[src/rtl/angwin_pkg.sv]
`timescale 1ns / 1ps
// ----------------------------------------------------------------------------
// angwin_pkg
// Shared types and constants of the angular window point filter: vector and
// lane records that travel down the angle cell chain, the arctangent table
// and the register index codes.
// ----------------------------------------------------------------------------
package angwin_pkg;

   localparam int COORD_W   = 32;  // Q16.16 coordinate width
   localparam int HW_W      = 17;  // half-window width
   localparam int VEC_W     = 35;  // rotation datapath, covers sqrt(2) * gain growth
   localparam int ANG_W     = 20;  // accumulated angle, |angle| < 2^18
   localparam int CMP_W     = 22;  // window bound width
   localparam int TABLE_LEN = 24;
   localparam int CSR_IDX_W = 2;

   // register index codes
   localparam logic [CSR_IDX_W-1:0] REG_RAY_X       = 2'd0;
   localparam logic [CSR_IDX_W-1:0] REG_RAY_Y       = 2'd1;
   localparam logic [CSR_IDX_W-1:0] REG_RAY_Z       = 2'd2;
   localparam logic [CSR_IDX_W-1:0] REG_HALF_WINDOW = 2'd3;

   localparam logic signed [COORD_W-1:0] RAY_Z_RESET       = 32'sd65536;
   localparam logic        [HW_W-1:0]    HALF_WINDOW_RESET = 17'd5719;

   localparam logic signed [ANG_W-1:0] QUARTER_TURN = 20'sd102944;

   // round(atan(2^-i) * 65536)
   localparam logic signed [ANG_W-1:0] ATAN_TAB [TABLE_LEN] = '{
      20'sd51472, 20'sd30386, 20'sd16055, 20'sd8150, 20'sd4091, 20'sd2047,
      20'sd1024,  20'sd512,   20'sd256,   20'sd128,  20'sd64,   20'sd32,
      20'sd16,    20'sd8,     20'sd4,     20'sd2,    20'sd1,    20'sd0,
      20'sd0,     20'sd0,     20'sd0,     20'sd0,    20'sd0,    20'sd0
   };

   // one vector under rotation; zero marks the origin case (angle 0)
   typedef struct packed {
      logic                     zero;
      logic signed [VEC_W-1:0]  x;
      logic signed [VEC_W-1:0]  y;
      logic signed [ANG_W-1:0]  ang;
   } vec_type;

   // everything one item carries down the chain
   typedef struct packed {
      vec_type                   pt_h;
      vec_type                   pt_v;
      vec_type                   ray_h;
      vec_type                   ray_v;
      logic        [HW_W-1:0]    half_window;
      logic signed [COORD_W-1:0] point_x;
      logic signed [COORD_W-1:0] point_y;
      logic signed [COORD_W-1:0] point_z;
      logic                      cloud_end;
   } lane_type;

endpackage

[src/rtl/angwin_prep.sv]
`timescale 1ns / 1ps
// ----------------------------------------------------------------------------
// angwin_prep
// Entry cell: folds each of the four vectors into the right half plane
// (quarter-turn pre-rotation), flags the origin case and registers the lane.
// ----------------------------------------------------------------------------
module angwin_prep (
   input  logic                                   clock,
   input  logic                                   reset,
   input  logic                                   in_valid,
   output logic                                   in_ready,
   input  logic signed [angwin_pkg::COORD_W-1:0]  point_x,
   input  logic signed [angwin_pkg::COORD_W-1:0]  point_y,
   input  logic signed [angwin_pkg::COORD_W-1:0]  point_z,
   input  logic                                   cloud_end,
   input  logic signed [angwin_pkg::COORD_W-1:0]  ray_x,
   input  logic signed [angwin_pkg::COORD_W-1:0]  ray_y,
   input  logic signed [angwin_pkg::COORD_W-1:0]  ray_z,
   input  logic        [angwin_pkg::HW_W-1:0]     half_window,
   output logic                                   out_valid,
   input  logic                                   out_ready,
   output angwin_pkg::lane_type                   out_lane
);

   // build the start vector for atan2(n, d)
   function automatic angwin_pkg::vec_type fold(
      input logic signed [angwin_pkg::COORD_W-1:0] n,
      input logic signed [angwin_pkg::COORD_W-1:0] d
   );
      angwin_pkg::vec_type          v;
      logic signed [angwin_pkg::VEC_W-1:0] nw;
      logic signed [angwin_pkg::VEC_W-1:0] dw;
      nw     = angwin_pkg::VEC_W'(n);
      dw     = angwin_pkg::VEC_W'(d);
      v.zero = (n == '0) && (d == '0);
      if (d < 0) begin
         if (n >= 0) begin
            v.x   = nw;
            v.y   = -dw;
            v.ang = angwin_pkg::QUARTER_TURN;
         end else begin
            v.x   = -nw;
            v.y   = dw;
            v.ang = -angwin_pkg::QUARTER_TURN;
         end
      end else begin
         v.x   = dw;
         v.y   = nw;
         v.ang = '0;
      end
      return v;
   endfunction

   logic                 vld_ff;
   angwin_pkg::lane_type lane_ff;
   angwin_pkg::lane_type lane_in;

   // take a beat whenever the stage is empty or drains this cycle
   assign in_ready  = !vld_ff || out_ready;
   assign out_valid = vld_ff;
   assign out_lane  = lane_ff;

   // assemble the lane
   always_comb begin
      lane_in.pt_h        = fold(point_x, point_z);
      lane_in.pt_v        = fold(point_y, point_z);
      lane_in.ray_h       = fold(ray_x, ray_z);
      lane_in.ray_v       = fold(ray_y, ray_z);
      lane_in.half_window = half_window;
      lane_in.point_x     = point_x;
      lane_in.point_y     = point_y;
      lane_in.point_z     = point_z;
      lane_in.cloud_end   = cloud_end;
   end

   always_ff @(posedge clock) begin
      if (reset) begin
         vld_ff <= 1'b0;
      end else if (in_ready) begin
         vld_ff <= in_valid;
      end
   end

   always_ff @(posedge clock) begin
      if (in_valid && in_ready) begin
         lane_ff <= lane_in;
      end
   end

endmodule

[config.mk]
export PLATFORM = sky130hd
export DESIGN_NAME = angwin_prep
export DESIGN_NICKNAME = d
export VERILOG_FILES = /design/src/rtl/angwin_pkg.sv /design/src/rtl/angwin_prep.sv
export SDC_FILE = /design/constraint.sdc
export NUM_CORES = 1
export LEC_CHECK = 0
export ABC_AREA = 1
export BUFFER_PORTS_ARGS = -buffer_cell sky130_fd_sc_hd__buf_2
export CAP_MARGIN = 20
export CORE_AREA = 2 2 267 269
export DETAILED_ROUTE_END_ITERATION = 10
export DIE_AREA = 0 0 269 271
export PLACE_DENSITY = 0.64
export SLEW_MARGIN = 20
export SYNTH_ARGS = -nofsm -noshare
export SYNTH_HDL_FRONTEND = slang
export SYNTH_SLANG_ARGS = --single-unit
[constraint.sdc]
create_clock -name clock -period 23.2 [get_ports clock]
set_clock_uncertainty 0.2 [all_clocks]
set_input_delay 3.48 -clock clock [delete_from_list [all_inputs] [get_ports clock]]
set_output_delay 3.48 -clock clock [all_outputs]
set_load 0.05 [all_outputs]
# Word-level counts from Yosys, hierarchy flattened
# Cells that the tools add are included.
# Widths: inputs -> output; s select.
dict set report word_totals {
  register_bits 479
  output_inout_bits 480
  elab_cells 55
}
dict set report op_classes {
  addsub 6
  n_lt_le_gt_ge 6
  muxes 8
  n_reduce_logical 13
}
# cell n
set op_table {}
lappend op_table {{$mux 90} 8}
lappend op_table {{$neg 32->35} 6}
lappend op_table {{$logic_not 32->1} 6}
lappend op_table {{$ge 32x1->1 const B} 4}
lappend op_table {{$lt 32x1->1 const B} 2}
lappend op_table {{$logic_and 1x1->1} 5}
lappend op_table {{$logic_not 1->1} 1}
lappend op_table {{$logic_or 1x1->1} 1}

# Logic depth before layout (Yosys ltp)
dict set report logic_depth {
  ltp_word 3
  ltp_mapped 12
  mapped_depth_nobuf 12
}

# Worst setup path after synthesis
# No wires, ideal clock.
dict set report synth_path {
  path_type {in2reg}
  start {in in_valid}
  end {reg lane_ff, in the netlist out_lane[0], enable pin}
  setup_time_ns 1.313
  arrival_ns 23.056
  setup_slack_ns -1.369
  cell_stages 2
  n_path_buf 0
  cell_sequence {inv_1 -> a21oi_1}
}
dict set report synth_between {
  elab_chain_cells 1
}
# item line_no
set synth_rtl {}
lappend synth_rtl {{start, declared} angwin_prep.sv:10} ;# input logic in_valid,
lappend synth_rtl {{$logic_and 1x1->1} angwin_prep.sv:85} ;# if (in_valid && in_ready) begin
lappend synth_rtl {{end signal, assigned} angwin_prep.sv:86} ;# lane_ff <= lane_in;
lappend synth_rtl {{end, declared} angwin_prep.sv:55} ;# angwin_pkg::lane_type lane_ff;
# No other way between the ends.
# A chain may end at the register's enable or synchronous reset.

# Final worst setup path
dict set report layout_path {
  start {in out_ready}
  end {out in_ready}
}
dict set report layout_between {
  elab_chain_cells 1
}
# item line_no
set layout_rtl {}
lappend layout_rtl {{start, declared} angwin_prep.sv:21} ;# input logic out_ready,
lappend layout_rtl {{$logic_or 1x1->1} angwin_prep.sv:59} ;# assign in_ready = !vld_ff || out_ready;
lappend layout_rtl {{end, declared} angwin_prep.sv:11} ;# output logic in_ready,
# No other way between the ends.

==> run_results.csv <==
group,metric,value,unit
global_route,grt_overflow,0,
synthesis,avgSynthCellArea,9.06,um2
synthesis,synth_edf_count,408,
power_and_ir_drop,cellPowerDensity,77.5,nW/um2
routing,wirelength,89500,um
clock_network,holdBufCountCts,0,
power_and_ir_drop,p_leak,11.7,nW
sta,min_period,7.64,ns
floorplan,start_util,31.0,%
sta,fmax,0.131,GHz
worst_hold_path,min_path_type,"register to register",
critical_path,path_max_fanout,2,
global_route,grt_pass1_wl,126000,um
critical_path,crit_path_cell_trace,"buf_2, inv_1, nand2_1, buf_2",
floorplan,die_y,271,um
outcome,status,"completed",
global_route,antenna_found_initial,16,
global_route,grt_max_degree,79,
synthesis,synth_top_family_by_area,"simple AND/OR/NAND/NOR gates",
clock_network,post_cts_resized,0,
synthesis,synth_ff_type,"edfxtp_1",
synthesis,ys_seq_area_share,56.8,%
finish,area_growth,25.2,%
placement,gp_congestion,0.988,
critical_path,crit_path_start_kind,"input pin",
floorplan,die_x,269,um
finish,stdcell_area,27100,um2
synthesis,synth_warnings,0,
placement,dpl_cell_area,25500,um2
synthesis,synth-compound-area-share,8.32,%
sta,rsz0062_at_grt,"no",
critical_path,cp_top_family,"buffers and inverters",
synthesis,synth_xor_area_share,1.50,%
routing,ant_nets,0,
routing,drt_iter0_drc,1968,
sta,drv_slew,0,
finish,nets,3212,
critical_path,critPathMaxStageDelay,0.21,ns
critical_path,worst_path_most_repeated_cell,"buf_2",
routing,dr.pass1.iters,6,
finish,nFillCells,7127,
synthesis,netlist_instances,2386,
sta,hold_viol_final,0,
placement,dp_hpwl,69800,um
finish,drive_above_1_share,26.8,%
floorplan,core_area,69800,um2
floorplan,ios,694,
critical_path,arrival,3.96,ns
power_and_ir_drop,power,0.00210,W
placement,io_buffers,673,
clock_network,clk_latency,0.55,ns
critical_path,cp.buffers_inverters,3,
clock_network,cts_htree_levels,2,
clock_network,cts_made_buffers,45,
clock_network,clkSinkCount,409,
floorplan,fp-row-count,97,
floorplan,die-area,72900,um2
global_route,grt_usage,23.6,%
clock_network,clockRootBuffer,"clkbuf_16",
critical_path,cp-end-kind,"primary output",
flow_run,maxCapViolations,0,
critical_path,critPathSlowestCell,"buf_2",
routing,drc,0,
synthesis,ys_ff_latch,409,
routing,detail_route.wl_per_cell,22.5,um
synthesis,synth_simple_gate_area_share,24.3,%
synthesis,synth.area.mux_share,0,%
clock_network,cts_tree,"done",
sta,setup_violations,0,
routing,via_count,20218,
sta,fin_crit_sh,32.9,%
sta,worstMarginPinSlew,0.951,ns
clock_network,clkTransAtPathRegs,0.06,ns
synthesis,synth_cell_types,42,
synthesis,async_reset_ff_share,0,%
power_and_ir_drop,vdd_drop_max,0.0000509,V
routing,avgViaCountPerCell,5.09,
sta,slew_headroom,36.6,%
global_route,grt_pass1_vias,18808,
clock_network,cts_setup_buffers,0,
sta,setup_tns,0,ns
critical_path,cp_data_required_time,19.52,ns
synthesis,syn_area,21600,um2
critical_path,worstSetupPathType,"input pin to primary output",
synthesis,synthAdderAreaFrac,0.347,%
clock_network,cts.path.max_buffers,3,
[placed cells by master (no fill, tap or decap), types with 5 or more instances in the layout]
| master | n |
|---|---|
| nand3_1 | 271 |
| nand3b_1 | 7 |
| inv_1 | 249 |
| o211ai_1 | 20 |
| clkinv_2 | 7 |
| nor2_2 | 16 |
| nor4_1 | 11 |
| xor2_1 | 35 |
| nand2_1 | 597 |
| diode_2 | 8 |
| ha_1 | 6 |
| o21ai_0 | 99 |
| bufinv_16 | 6 |
| buf_4 | 22 |
| nand3_2 | 5 |
| nand2_2 | 8 |
| buf_2 | 671 |
| edfxtp_1 | 408 |
| nand4_1 | 32 |
| o21ai_1 | 15 |
| clkbuf_1 | 5 |
| a21oi_1 | 53 |
| nor3_1 | 32 |
| o221ai_1 | 38 |
| conb_1 | 32 |
| clkinv_1 | 17 |
| o22ai_1 | 66 |
| clkbuf_16 | 46 |
| nor2_1 | 206 |
| nor2_4 | 8 |
| inv_2 | 5 |
[cell usage after synthesis (35+ instances only)]
cell type,n,area [um2]
xor2_1,35,307
o221ai_1,38,333
nor2_1,210,788
edfxtp_1,408,12300
inv_1,249,935
buf_4,70,526
o22ai_1,66,413
nand2_1,597,2240
a21oi_1,54,270
o21ai_0,99,495
clkbuf_1,70,263
nand3_1,271,1360
[stage by stage]
stage / util [%] / setup WS, ns / cells / hold WS (ns)
floorplan: - / 7.08 / 2417 / 0.883
global placement: 36.6 / 15.54 / 3884 / 0.322
detailed placement: 36.6 / 15.56 / 3884 / 0.334
CTS: 38.7 / 15.56 / 3961 / 0.343
global route: 38.8 / 15.51 / 3967 / 0.399
finish: 38.8 / 15.56 / 3970 / 0.339
[metal layers]
metal	routed length [um]	track usage [%]
met1	32500	27.4
met4	3990	9.81
met5	108	0
met3	7970	4.45
met2	45000	42.0
[kinds of logic (layout without fill, tap and decap cells)]
kind of cell,after synthesis,in the layout
other cells,1,40
simple gates,1206,1206
fa+ha+maj,6,6
flops,409,409
xor+xnor,37,37
buf+inv,428,1033
compound gates,299,299
[state kept, by name, indices dropped and copies added (netlist names)]
register	flops
out_lane	408
out_valid	1
[report_power, final]
part / internal, W / total, W / switching (W) / leakage (nW)
Combinational: 0.0000906 / 0.000465 / 0.000375 / 6.98
Clock: 0.000427 / 0.000731 / 0.000304 / 0.710
Sequential: 0.000880 / 0.000901 / 0.0000210 / 3.99
Total: 0.00140 / 0.00210 / 0.000700 / 11.7
[area by class of cell]
cell class | count | area, um2 | area share [%]
Antenna cell | 8 | 20.0 | 0.0740
Clock buffer | 51 | 1170 | 4.32
Clock inverter | 26 | 289 | 1.07
Inverter | 262 | 983 | 3.64
Multi-Input combinational cell | 1580 | 7590 | 28.1
Sequential cell | 409 | 12300 | 45.4
Tap cell | 940 | 1180 | 4.35
Timing Repair Buffer | 694 | 3550 | 13.1
[worst paths after layout]
path	from	to	slack, ns	depth (start not counted)
setup / recovery	out_ready	in_ready	15.56	4
hold reg to reg	out_valid	out_valid	0.34	2
hold / removal	out_valid	out_valid	0.34	2
setup reg to reg	out_valid	out_lane[458]	18.93	4
[worst register-to-register path, cell delays in order, from the launching register on]
cell and delay, ns:
dfxtp_1 0.34, a21oi_4 0.66, buf_4 0.82, buf_4 0.90
buf_4 0.93
Note: power is estimated with default switching activity, not from simulation.
