### config.mk
export PLATFORM = sky130hd
export DESIGN_NAME = angwin_cell
export DESIGN_NICKNAME = d
export VERILOG_FILES = /design/src/rtl/angwin_pkg.sv /design/src/rtl/angwin_cell.sv
export SDC_FILE = /design/constraint.sdc
export NUM_CORES = 1
export LEC_CHECK = 0
export CAP_MARGIN = 20
export CELL_PAD_IN_SITES_DETAIL_PLACEMENT = 1
export CELL_PAD_IN_SITES_GLOBAL_PLACEMENT = 1
export CORE_AREA = 3 3 377 379
export DETAILED_ROUTE_END_ITERATION = 16
export DIE_AREA = 0 0 380 382
export DONT_BUFFER_PORTS = 1
export PLACE_DENSITY = 0.65
export SLEW_MARGIN = 5
export SYNTH_ARGS = -nofsm -noshare
export SYNTH_HDL_FRONTEND = slang
export SYNTH_SLANG_ARGS = --single-unit
### constraint.sdc
create_clock -name clock -period 14 [get_ports clock]
set_clock_uncertainty 0.1 [all_clocks]
set_input_delay 0.7 -clock clock [delete_from_list [all_inputs] [get_ports clock]]
set_output_delay 0.7 -clock clock [all_outputs]
set_load 0.05 [all_outputs]
### src/rtl/angwin_pkg.sv
`timescale 1ns / 1ps
// ----------------------------------------------------------------------------
// angwin_pkg
// Shared types and constants of the angular window point filter: vector and
// lane records that travel down the angle cell chain, the arctangent table
// and the register index codes.
// ----------------------------------------------------------------------------
package angwin_pkg;

   localparam int COORD_W   = 32;  // Q16.16 coordinate width
   localparam int HW_W      = 17;  // half-window width
   localparam int VEC_W     = 35;  // rotation datapath, covers sqrt(2) * gain growth
   localparam int ANG_W     = 20;  // accumulated angle, |angle| < 2^18
   localparam int CMP_W     = 22;  // window bound width
   localparam int TABLE_LEN = 24;
   localparam int CSR_IDX_W = 2;

   // register index codes
   localparam logic [CSR_IDX_W-1:0] REG_RAY_X       = 2'd0;
   localparam logic [CSR_IDX_W-1:0] REG_RAY_Y       = 2'd1;
   localparam logic [CSR_IDX_W-1:0] REG_RAY_Z       = 2'd2;
   localparam logic [CSR_IDX_W-1:0] REG_HALF_WINDOW = 2'd3;

   localparam logic signed [COORD_W-1:0] RAY_Z_RESET       = 32'sd65536;
   localparam logic        [HW_W-1:0]    HALF_WINDOW_RESET = 17'd5719;

   localparam logic signed [ANG_W-1:0] QUARTER_TURN = 20'sd102944;

   // round(atan(2^-i) * 65536)
   localparam logic signed [ANG_W-1:0] ATAN_TAB [TABLE_LEN] = '{
      20'sd51472, 20'sd30386, 20'sd16055, 20'sd8150, 20'sd4091, 20'sd2047,
      20'sd1024,  20'sd512,   20'sd256,   20'sd128,  20'sd64,   20'sd32,
      20'sd16,    20'sd8,     20'sd4,     20'sd2,    20'sd1,    20'sd0,
      20'sd0,     20'sd0,     20'sd0,     20'sd0,    20'sd0,    20'sd0
   };

   // one vector under rotation; zero marks the origin case (angle 0)
   typedef struct packed {
      logic                     zero;
      logic signed [VEC_W-1:0]  x;
      logic signed [VEC_W-1:0]  y;
      logic signed [ANG_W-1:0]  ang;
   } vec_type;

   // everything one item carries down the chain
   typedef struct packed {
      vec_type                   pt_h;
      vec_type                   pt_v;
      vec_type                   ray_h;
      vec_type                   ray_v;
      logic        [HW_W-1:0]    half_window;
      logic signed [COORD_W-1:0] point_x;
      logic signed [COORD_W-1:0] point_y;
      logic signed [COORD_W-1:0] point_z;
      logic                      cloud_end;
   } lane_type;

endpackage

### src/rtl/angwin_cell.sv
`timescale 1ns / 1ps
// ----------------------------------------------------------------------------
// angwin_cell
// One vectoring rotation step, applied to all four vectors of a lane, with
// a one-deep register and valid/ready toward both neighbors.
// ----------------------------------------------------------------------------
module angwin_cell #(
   parameter int unsigned SHIFT = 0
) (
   input  logic                 clock,
   input  logic                 reset,
   input  logic                 in_valid,
   output logic                 in_ready,
   input  angwin_pkg::lane_type in_lane,
   output logic                 out_valid,
   input  logic                 out_ready,
   output angwin_pkg::lane_type out_lane
);

   // rotate toward the x axis by atan(2^-SHIFT)
   function automatic angwin_pkg::vec_type rotate(input angwin_pkg::vec_type v);
      angwin_pkg::vec_type r;
      r = v;
      if (!v.y[angwin_pkg::VEC_W-1]) begin
         r.x   = v.x + (v.y >>> SHIFT);
         r.y   = v.y - (v.x >>> SHIFT);
         r.ang = v.ang + angwin_pkg::ATAN_TAB[SHIFT];
      end else begin
         r.x   = v.x - (v.y >>> SHIFT);
         r.y   = v.y + (v.x >>> SHIFT);
         r.ang = v.ang - angwin_pkg::ATAN_TAB[SHIFT];
      end
      return r;
   endfunction

   logic                 vld_ff;
   angwin_pkg::lane_type lane_ff;
   angwin_pkg::lane_type lane_in;

   assign in_ready  = !vld_ff || out_ready;
   assign out_valid = vld_ff;
   assign out_lane  = lane_ff;

   // step all four vectors, pass the payload along
   always_comb begin
      lane_in       = in_lane;
      lane_in.pt_h  = rotate(in_lane.pt_h);
      lane_in.pt_v  = rotate(in_lane.pt_v);
      lane_in.ray_h = rotate(in_lane.ray_h);
      lane_in.ray_v = rotate(in_lane.ray_v);
   end

   always_ff @(posedge clock) begin
      if (reset) begin
         vld_ff <= 1'b0;
      end else if (in_ready) begin
         vld_ff <= in_valid;
      end
   end

   always_ff @(posedge clock) begin
      if (in_valid && in_ready) begin
         lane_ff <= lane_in;
      end
   end

endmodule

# Yosys cells after proc, flatten, opt, wreduce, memory -nomap -nowiden
# Index checks and enable logic that the tools add are counted.
# op_classes
add_sub_neg	20
mux	4
n_reduce_logical	3
# ops
cell	count
$mux 90	4
$sub 35x35->35	8
$add 35x35->35	4
$add 20x17->20 const B	4
$sub 20x17->20 const B	4
$logic_and 1x1->1	1
$logic_not 1->1	1
$logic_or 1x1->1	1
# totals
elab_cells	49
out_inout_bits	480
inputBits	482
reg_bits	479

# Depth between registers and ports, before layout
# Gate-level depths: netlist of run 1.
# logic_depth
depth_word	3
mapped_depth	15
mapped_depth_nobuf	13

# Worst setup path before layout of run 1
# OpenSTA, ideal clock, no wires.
# synth_path
path_kind	in2reg
from	input port out_ready
to	register lane_ff, in the netlist out_lane[0] (enable)
required_ns	13.002
path_stages	2
n_path_buf	0
path_slack_ns	1.098
setup_time_ns	0.898
t_arrival_ns	11.904
path_cell_list	nand2b_1 > and2_1
# synth_via
elab_chain_len	2
# synth_lines
element	line	source
start, declared	angwin_cell.sv:16	input logic out_ready,
$logic_or 1x1->1	angwin_cell.sv:40	assign in_ready = !vld_ff || out_ready;
$logic_and 1x1->1	angwin_cell.sv:62	if (in_valid && in_ready) begin
end signal, assigned	angwin_cell.sv:63	lane_ff <= lane_in;
end, declared	angwin_cell.sv:37	angwin_pkg::lane_type lane_ff;
# No other way between the ends.
# A chain may end at the register's enable or synchronous reset.

# Worst setup path in the final report of run 1
# layout_path
from	register vld_ff, in the netlist out_valid
to	register lane_ff, in the netlist out_lane[380] (enable)
# layout_via
elab_chain_len	3
# layout_lines
element	line	source
start, declared	angwin_cell.sv:36	logic vld_ff;
start signal, assigned	angwin_cell.sv:57	vld_ff <= in_valid;
$logic_not 1->1	angwin_cell.sv:40	
$logic_or 1x1->1	angwin_cell.sv:40	
net in_ready	angwin_cell.sv:13	output logic in_ready,
$logic_and 1x1->1	angwin_cell.sv:62	
# The timed path passes the listed nets, and every way through them passes these cells.

==> summary.md, run 1 <==
| Metric | Value |
|---|---|
| Final Cycle Share | `32.24%` |
| Tmin final | `4514 ps` |
| Worst skew pair latency | `680 ps` |
| Final Setup Violations | `0` |
| Worst Max-Slew Pin Slew | `1040 ps` |
| Most common cell after layout, fill and taps aside | `a21oi_1` |
| Max incr delay on CP | `800 ps` |
| CTS tree | `yes` |
| Sw frac | `40.74%` |
| Root buf cell | `clkbuf_16` |
| Worst-path clk slew | `60 ps` |
| Status | `complete, no violations` |
| Initial Util | `28.85%` |
| Clk buf depth | `3` |
| Detailed route wirelength on metal2 | `81260 um` |
| # port buffers | `0` |
| Synthesized area per cell | `9.136 um2` |
| CP arrival | `4690 ps` |
| Syn Inst Count | `4396` |
| Die width | `380 um` |
| Crit Path Class | `flip-flop to flip-flop` |
| Antenna-violating nets left | `0` |
| Ports | `962` |
| Sequential Power Share | `45.1%` |
| Slowest CP cell | `buf_4` |
| Via Count | `34400` |
| Vias in the first global route | `34960` |
| Post-synth top area cell | `edfxtp_1` |
| Vias/cell | `5.405` |
| Post-synth EDFFs | `474` |
| Chip height | `382 um` |
| Pleak | `18.45 nW` |
| GRT overflow | `0` |
| Residual DRC count | `0` |
| Synth Register Bits | `475` |
| Setup_tns | `0 ps` |
| Critical-path maximum fanout | `131` |
| Fill cells | `16110` |
| Highest Clock Rate | `0.2216 GHz` |
| Worst endpoint required time | `14180 ps` |
| Area Growth Syn to Fin | `12.98%` |
| CTS buffer count | `59` |
| Post-synth top area share | `35.44%` |
| Commonest cells after routing, fill and taps aside | `a21oi_1 (508), edfxtp_1 (474), ha_1 (472)` |
| Post-DP HPWL | `139600 um` |
| GP Congestion | `0.9437` |
| Drt pass-1 iters | `6` |
| Synth warn | `0` |
| RSZ-0062 raised after global routing | `no` |
| Clock sink total | `475` |
| Combinational share of power | `24.8%` |
| PostCTS Resize Cnt | `0` |
| P_int | `0.003288 W` |
| Maximum vdd drop | `94.18 uV` |
| CP most frequent cell | `buf_4` |
| Psw | `0.002261 W` |
| Largest net degree at the start of global routing | `132` |
| Top Layer Used | `met5` |
| Syn_nets | `5366` |
| Routed wire length | `173700 um` |
| Worst hold path type | `input port to flip-flop` |
| 1st-iter DRT viols | `2488` |
| Crit-path leading delay family | `buffers and inverters` |
| CORE AREA | `0.1392 mm2` |
| Pwr Density | `122.3 mW/mm2` |
| Met3 Wirelength | `14670 um` |
| Antenna violations before repair | `21` |
| Clock power share | `30.1%` |
| H-tree depth | `2` |
| FP Rows | `137` |
| Synth async-reset ratio | `0%` |
| Number of max-cap violations | `0` |
| Final cell utilization of the core | `32.60%` |
| WL met1 | `70460 um` |
| Area contributors post-synth | `edfxtp_1 (35%), ha_1 (15%), a21oi_1 (6.3%), xnor2_1 (5.8%), inv_1 (4.2%)` |
| Share of cells above drive strength 1 | `4.377%` |
| Sequential share of the synthesized area | `35.49%` |
| Per-cell routed wire length | `27.30 um` |
| All-layer global routing usage | `22.78%` |
| Relative max-transition margin | `30.79%` |
| First-pass GRT wire length | `249900 um` |
| Commonest register cell after synthesis | `edfxtp_1` |
| Critical path cell sequence | `nand2b_1 > and2_4 > buf_4 > buf_12 > buf_4` |
| Synthesized area | `0.04016 mm2` |
| Cell variety after synth | `99` |
| Sum of buffers and inverters on the critical path | `3` |
| Final Max Slew Viols | `0` |
| CP Capture Type | `flip-flop` |
| CP startpoint kind | `flip-flop` |
| Final hold vios | `0` |
| Die area | `0.1452 mm2` |
| Layout Nets | `5397` |
what timing repair did:
| item | CTS | global route |
|---|---|---|
| buffers inserted | 0 | 0 |
| hold endpoints to repair | 135 | 0 |
| hold buffers | 136 | 0 |
area by class of cell:
cell class	count	area, um2	area share [%]
tap	1876	2347	5.173
inverter	475	1783	3.930
sequential	475	14250	31.42
antenna	10	25.02	0.05515
clock buffer	64	1495	3.295
multi-input combinational	3269	23380	51.53
clock inverter	48	616.8	1.360
timing repair buffer	147	1469	3.238
per-stage QoR:
step                      hold WS [ps]  instance area (um2)  power, W  setup slack (ps)  instances
final                            117.8                45370  0.005549              9486       6364
after global routing             77.40                45360  0.005793              9266       6359
after CTS                        50.98                45350  0.005586              9578       6354
after detailed placement         673.9                41870  0.003847              9434       6106
after global placement           670.2                41870  0.003840              9480       6106
after floorplan                  669.1                40160  0.003421              1098       4396
flip-flops by register name, summed over array words and instances (netlist names):
signal	count
out_valid	1
out_lane	474
logic make-up (layout without fill, tap and decap cells):
group / count (synthesis) / after routing / synth area share (%)
fa+ha+maj: 488 / 488 / 15.50
compound gates: 1401 / 1401 / 22.09
flops: 475 / 475 / 35.49
other cells: 0 / 10 / 0
simple gates: 986 / 986 / 11.76
xor+xnor: 312 / 312 / 6.804
mux: 82 / 82 / 2.050
buf+inv: 652 / 734 / 6.293
cells in the mapped netlist, drive strengths merged (56+ instances only):
cell type    n
a21oi      511
edfxtp     474
ha         472
inv        461
nor2       329
o21ai      293
xnor2      266
nand2      211
a21o       113
o21bai     113
clkbuf     110
nor3        99
mux2i       80
buf         67
nand3       56
worst reg2reg max path: stages (launching register included):
cell	delay [ps]
dfxtp_1	470
nand2b_1	520
and2_4	580
buf_4	810
buf_12	610
buf_4	990
layer usage:
layer  global-route usage [%]  vias up
li1                         -    15810
met1                    27.54    17090
met2                    37.89     1278
met3                    7.094      220
met4                    8.623       10
met5                        0        -
power groups by stage:
stage          clock, W  combinational [W]  sequential (W)
6_report        0.00167            0.00137         0.00250
4_1_cts         0.00172            0.00136         0.00251
5_1_grt         0.00178            0.00150         0.00251
2_1_floorplan         0           0.000952         0.00247
3_3_place_gp          0            0.00130         0.00254
3_5_place_dp          0            0.00132         0.00253
path summary, 6_finish.rpt:
| path | startpoint | end | slack [ps] | cells past startpoint |
|---|---|---|---|---|
| max | out_valid | out_lane[380] | 9490 | 5 |
| min | in_lane[476] | out_lane[476] | 120 | 1 |
| max reg2reg | out_valid | out_lane[380] | 9490 | 5 |
| min reg2reg | out_valid | out_valid | 1610 | 3 |
Power figures use the tool's default switching activity.
==> inputs of run 2 (changes only) <==
==> constraint.sdc (replaced) <==
create_clock -name clock -period 4.32 [get_ports clock]
set_clock_uncertainty 0.1 [all_clocks]
set_input_delay 0.216 -clock clock [delete_from_list [all_inputs] [get_ports clock]]
set_output_delay 0.216 -clock clock [all_outputs]
set_load 0.05 [all_outputs]
==> summary.md, run 2 (synthesized netlist as in run 1, its figures left out) <==
| Metric | Value |
|---|---|
| Relative max-transition margin | `38.42%` |
| Grt met3 use | `6.852%` |
| Post-DP HPWL | `143300 um` |
| CP arrival | `4330 ps` |
| Largest net degree at the start of global routing | `100` |
| Vias in the first global route | `37090` |
| First-pass GRT wire length | `263100 um` |
| # port buffers | `0` |
| CTS tree | `yes` |
| Commonest cells after routing, fill and taps aside | `a21oi_1 (508), edfxtp_1 (474), ha_1 (472)` |
| Chip height | `382 um` |
| Critical-path maximum fanout | `3` |
| Clock sink total | `475` |
| Via Count | `36220` |
| Fill cells | `16180` |
| Drt pass-1 iters | `5` |
| CP Capture Type | `flip-flop` |
| Die area | `0.1452 mm2` |
| Worst endpoint required time | `4650 ps` |
| Largest register FFs | `474` |
| Share of cells above drive strength 1 | `5.163%` |
| Routed wire length | `183800 um` |
| Die width | `380 um` |
| GRT overflow | `0` |
| H-tree depth | `2` |
| Met2 global-route usage | `40.05%` |
| Initial Util | `28.85%` |
| Number of max-cap violations | `0` |
| Crit Path Class | `input port to flip-flop` |
| Worst Max-Slew Pin Slew | `914.0 ps` |
| Tmin final | `3994 ps` |
| Clk buf depth | `3` |
| 1st-iter DRT viols | `2724` |
| Residual DRC count | `0` |
| Setup_tns | `0 ps` |
| Total Power | `0.01817 W` |
| Final Max Slew Viols | `0` |
| Layout Nets | `5645` |
| Pleak | `19.50 nW` |
| CTS buffer count | `61` |
| Antenna-violating nets left | `0` |
| Area Growth Syn to Fin | `18.79%` |
| GRT busiest layer | `met2` |
| FP Rows | `137` |
| All-layer global routing usage | `24.07%` |
| CORE AREA | `0.1392 mm2` |
| CP startpoint kind | `input port` |
| Status | `complete, no violations` |
| Final Setup Violations | `0` |
| Worst skew pair latency | `670 ps` |
| Per-cell routed wire length | `27.77 um` |
| Worst hold path type | `input port to flip-flop` |
| Final hold vios | `0` |
| RSZ-0062 raised after global routing | `no` |
| Most common cell after layout, fill and taps aside | `a21oi_1` |
| Met1 Use GR | `28.64%` |
| Antenna violations before repair | `33` |
| Highest Clock Rate | `0.2504 GHz` |
| Ports | `962` |
| Final Cycle Share | `92.46%` |
| Maximum vdd drop | `304.2 uV` |
| Vias/cell | `5.470` |
| Worst-path clk slew | `70 ps` |
| Final cell utilization of the core | `34.28%` |
| GP Congestion | `0.9496` |
| Reg-to-reg slack, setup | `1840 ps` |
| Pwr Density | `380.8 mW/mm2` |
| Root buf cell | `clkbuf_16` |
-- run 2: cell types whose count changed in the layout (fill, tap and decap cells not counted), moves of 2 or more --
cell,before,now
buf_4,9,54
clkbuf_16,59,62
diode_2,10,19
clkinv_4,4,6
buf_16,0,4
clkinv_2,10,12
inv_6,8,4
clkinv_1,16,24
clkinv_16,2,0
buf_12,2,5
dlygate4sd3_1,136,330
bufinv_16,10,3
-- run 2: area by class of cell --
cell class	count	area (um2)	share of cell area, %
Multi-Input combinational cell	3269	23400	49.04
Inverter	475	1783	3.737
Antenna cell	19	47.55	0.09966
Clock inverter	46	382.9	0.8025
Tap cell	1876	2347	4.920
Timing Repair Buffer	393	3919	8.214
Sequential cell	475	14260	29.89
Clock buffer	68	1574	3.299
-- run 2: repair_timing --
item,4_1_cts,5_1_grt
hold buffers,333,1
endpoints found under the setup margin,0,1
buffers inserted,0,0
gates resized for setup,0,1
endpoints found under the hold margin,383,9
-- run 2: worst paths after layout --
check / from / end / depth (start not counted)
max: in_lane[443] / out_lane[476] / 14
min: in_lane[216] / out_lane[216] / 3
max reg2reg: out_valid / out_lane[84] / 4
min reg2reg: out_valid / out_lane[52] / 2
-- run 2: through the flow --
stage	hold slack (ps)	worst slack (ps)	instance area (um2)	std cells
floorplan	175.4	-146.5	40170	4396
global placement	176.6	633.7	42260	6153
detailed placement	179.6	591.9	42260	6153
CTS	0.06695	297.2	47620	6600
global route	22.88	137.9	47690	6613
finish	44.25	325.8	47710	6621
-- run 2: layer usage --
| metal | vias to the layer above | wire length, um |
|---|---|---|
| li1 | 16330 | - |
| met1 | 18130 | 73080 |
| met2 | 1418 | 85330 |
| met3 | 321 | 15210 |
| met4 | 14 | 10130 |
| met5 | - | 89 |
-- run 2: where the power goes --
part / internal, W / switching, W / leakage [nW]
clock: 0.00282 / 0.00232 / 0.950
combinational: 0.00189 / 0.00302 / 14.0
sequential: 0.00588 / 0.00223 / 4.59
-- run 2: critical path, cell delays in order --
cell	delay (ps)
dlygate4sd3_1	650
inv_1	140
fa_1	430
nor2b_1	190
o31a_1	290
o211ai_2	160
a211oi_2	280
o22ai_1	230
o31ai_2	390
a221oi_1	230
o311ai_1	310
o21ai_1	130
xnor2_1	140
dlygate4sd3_1	560
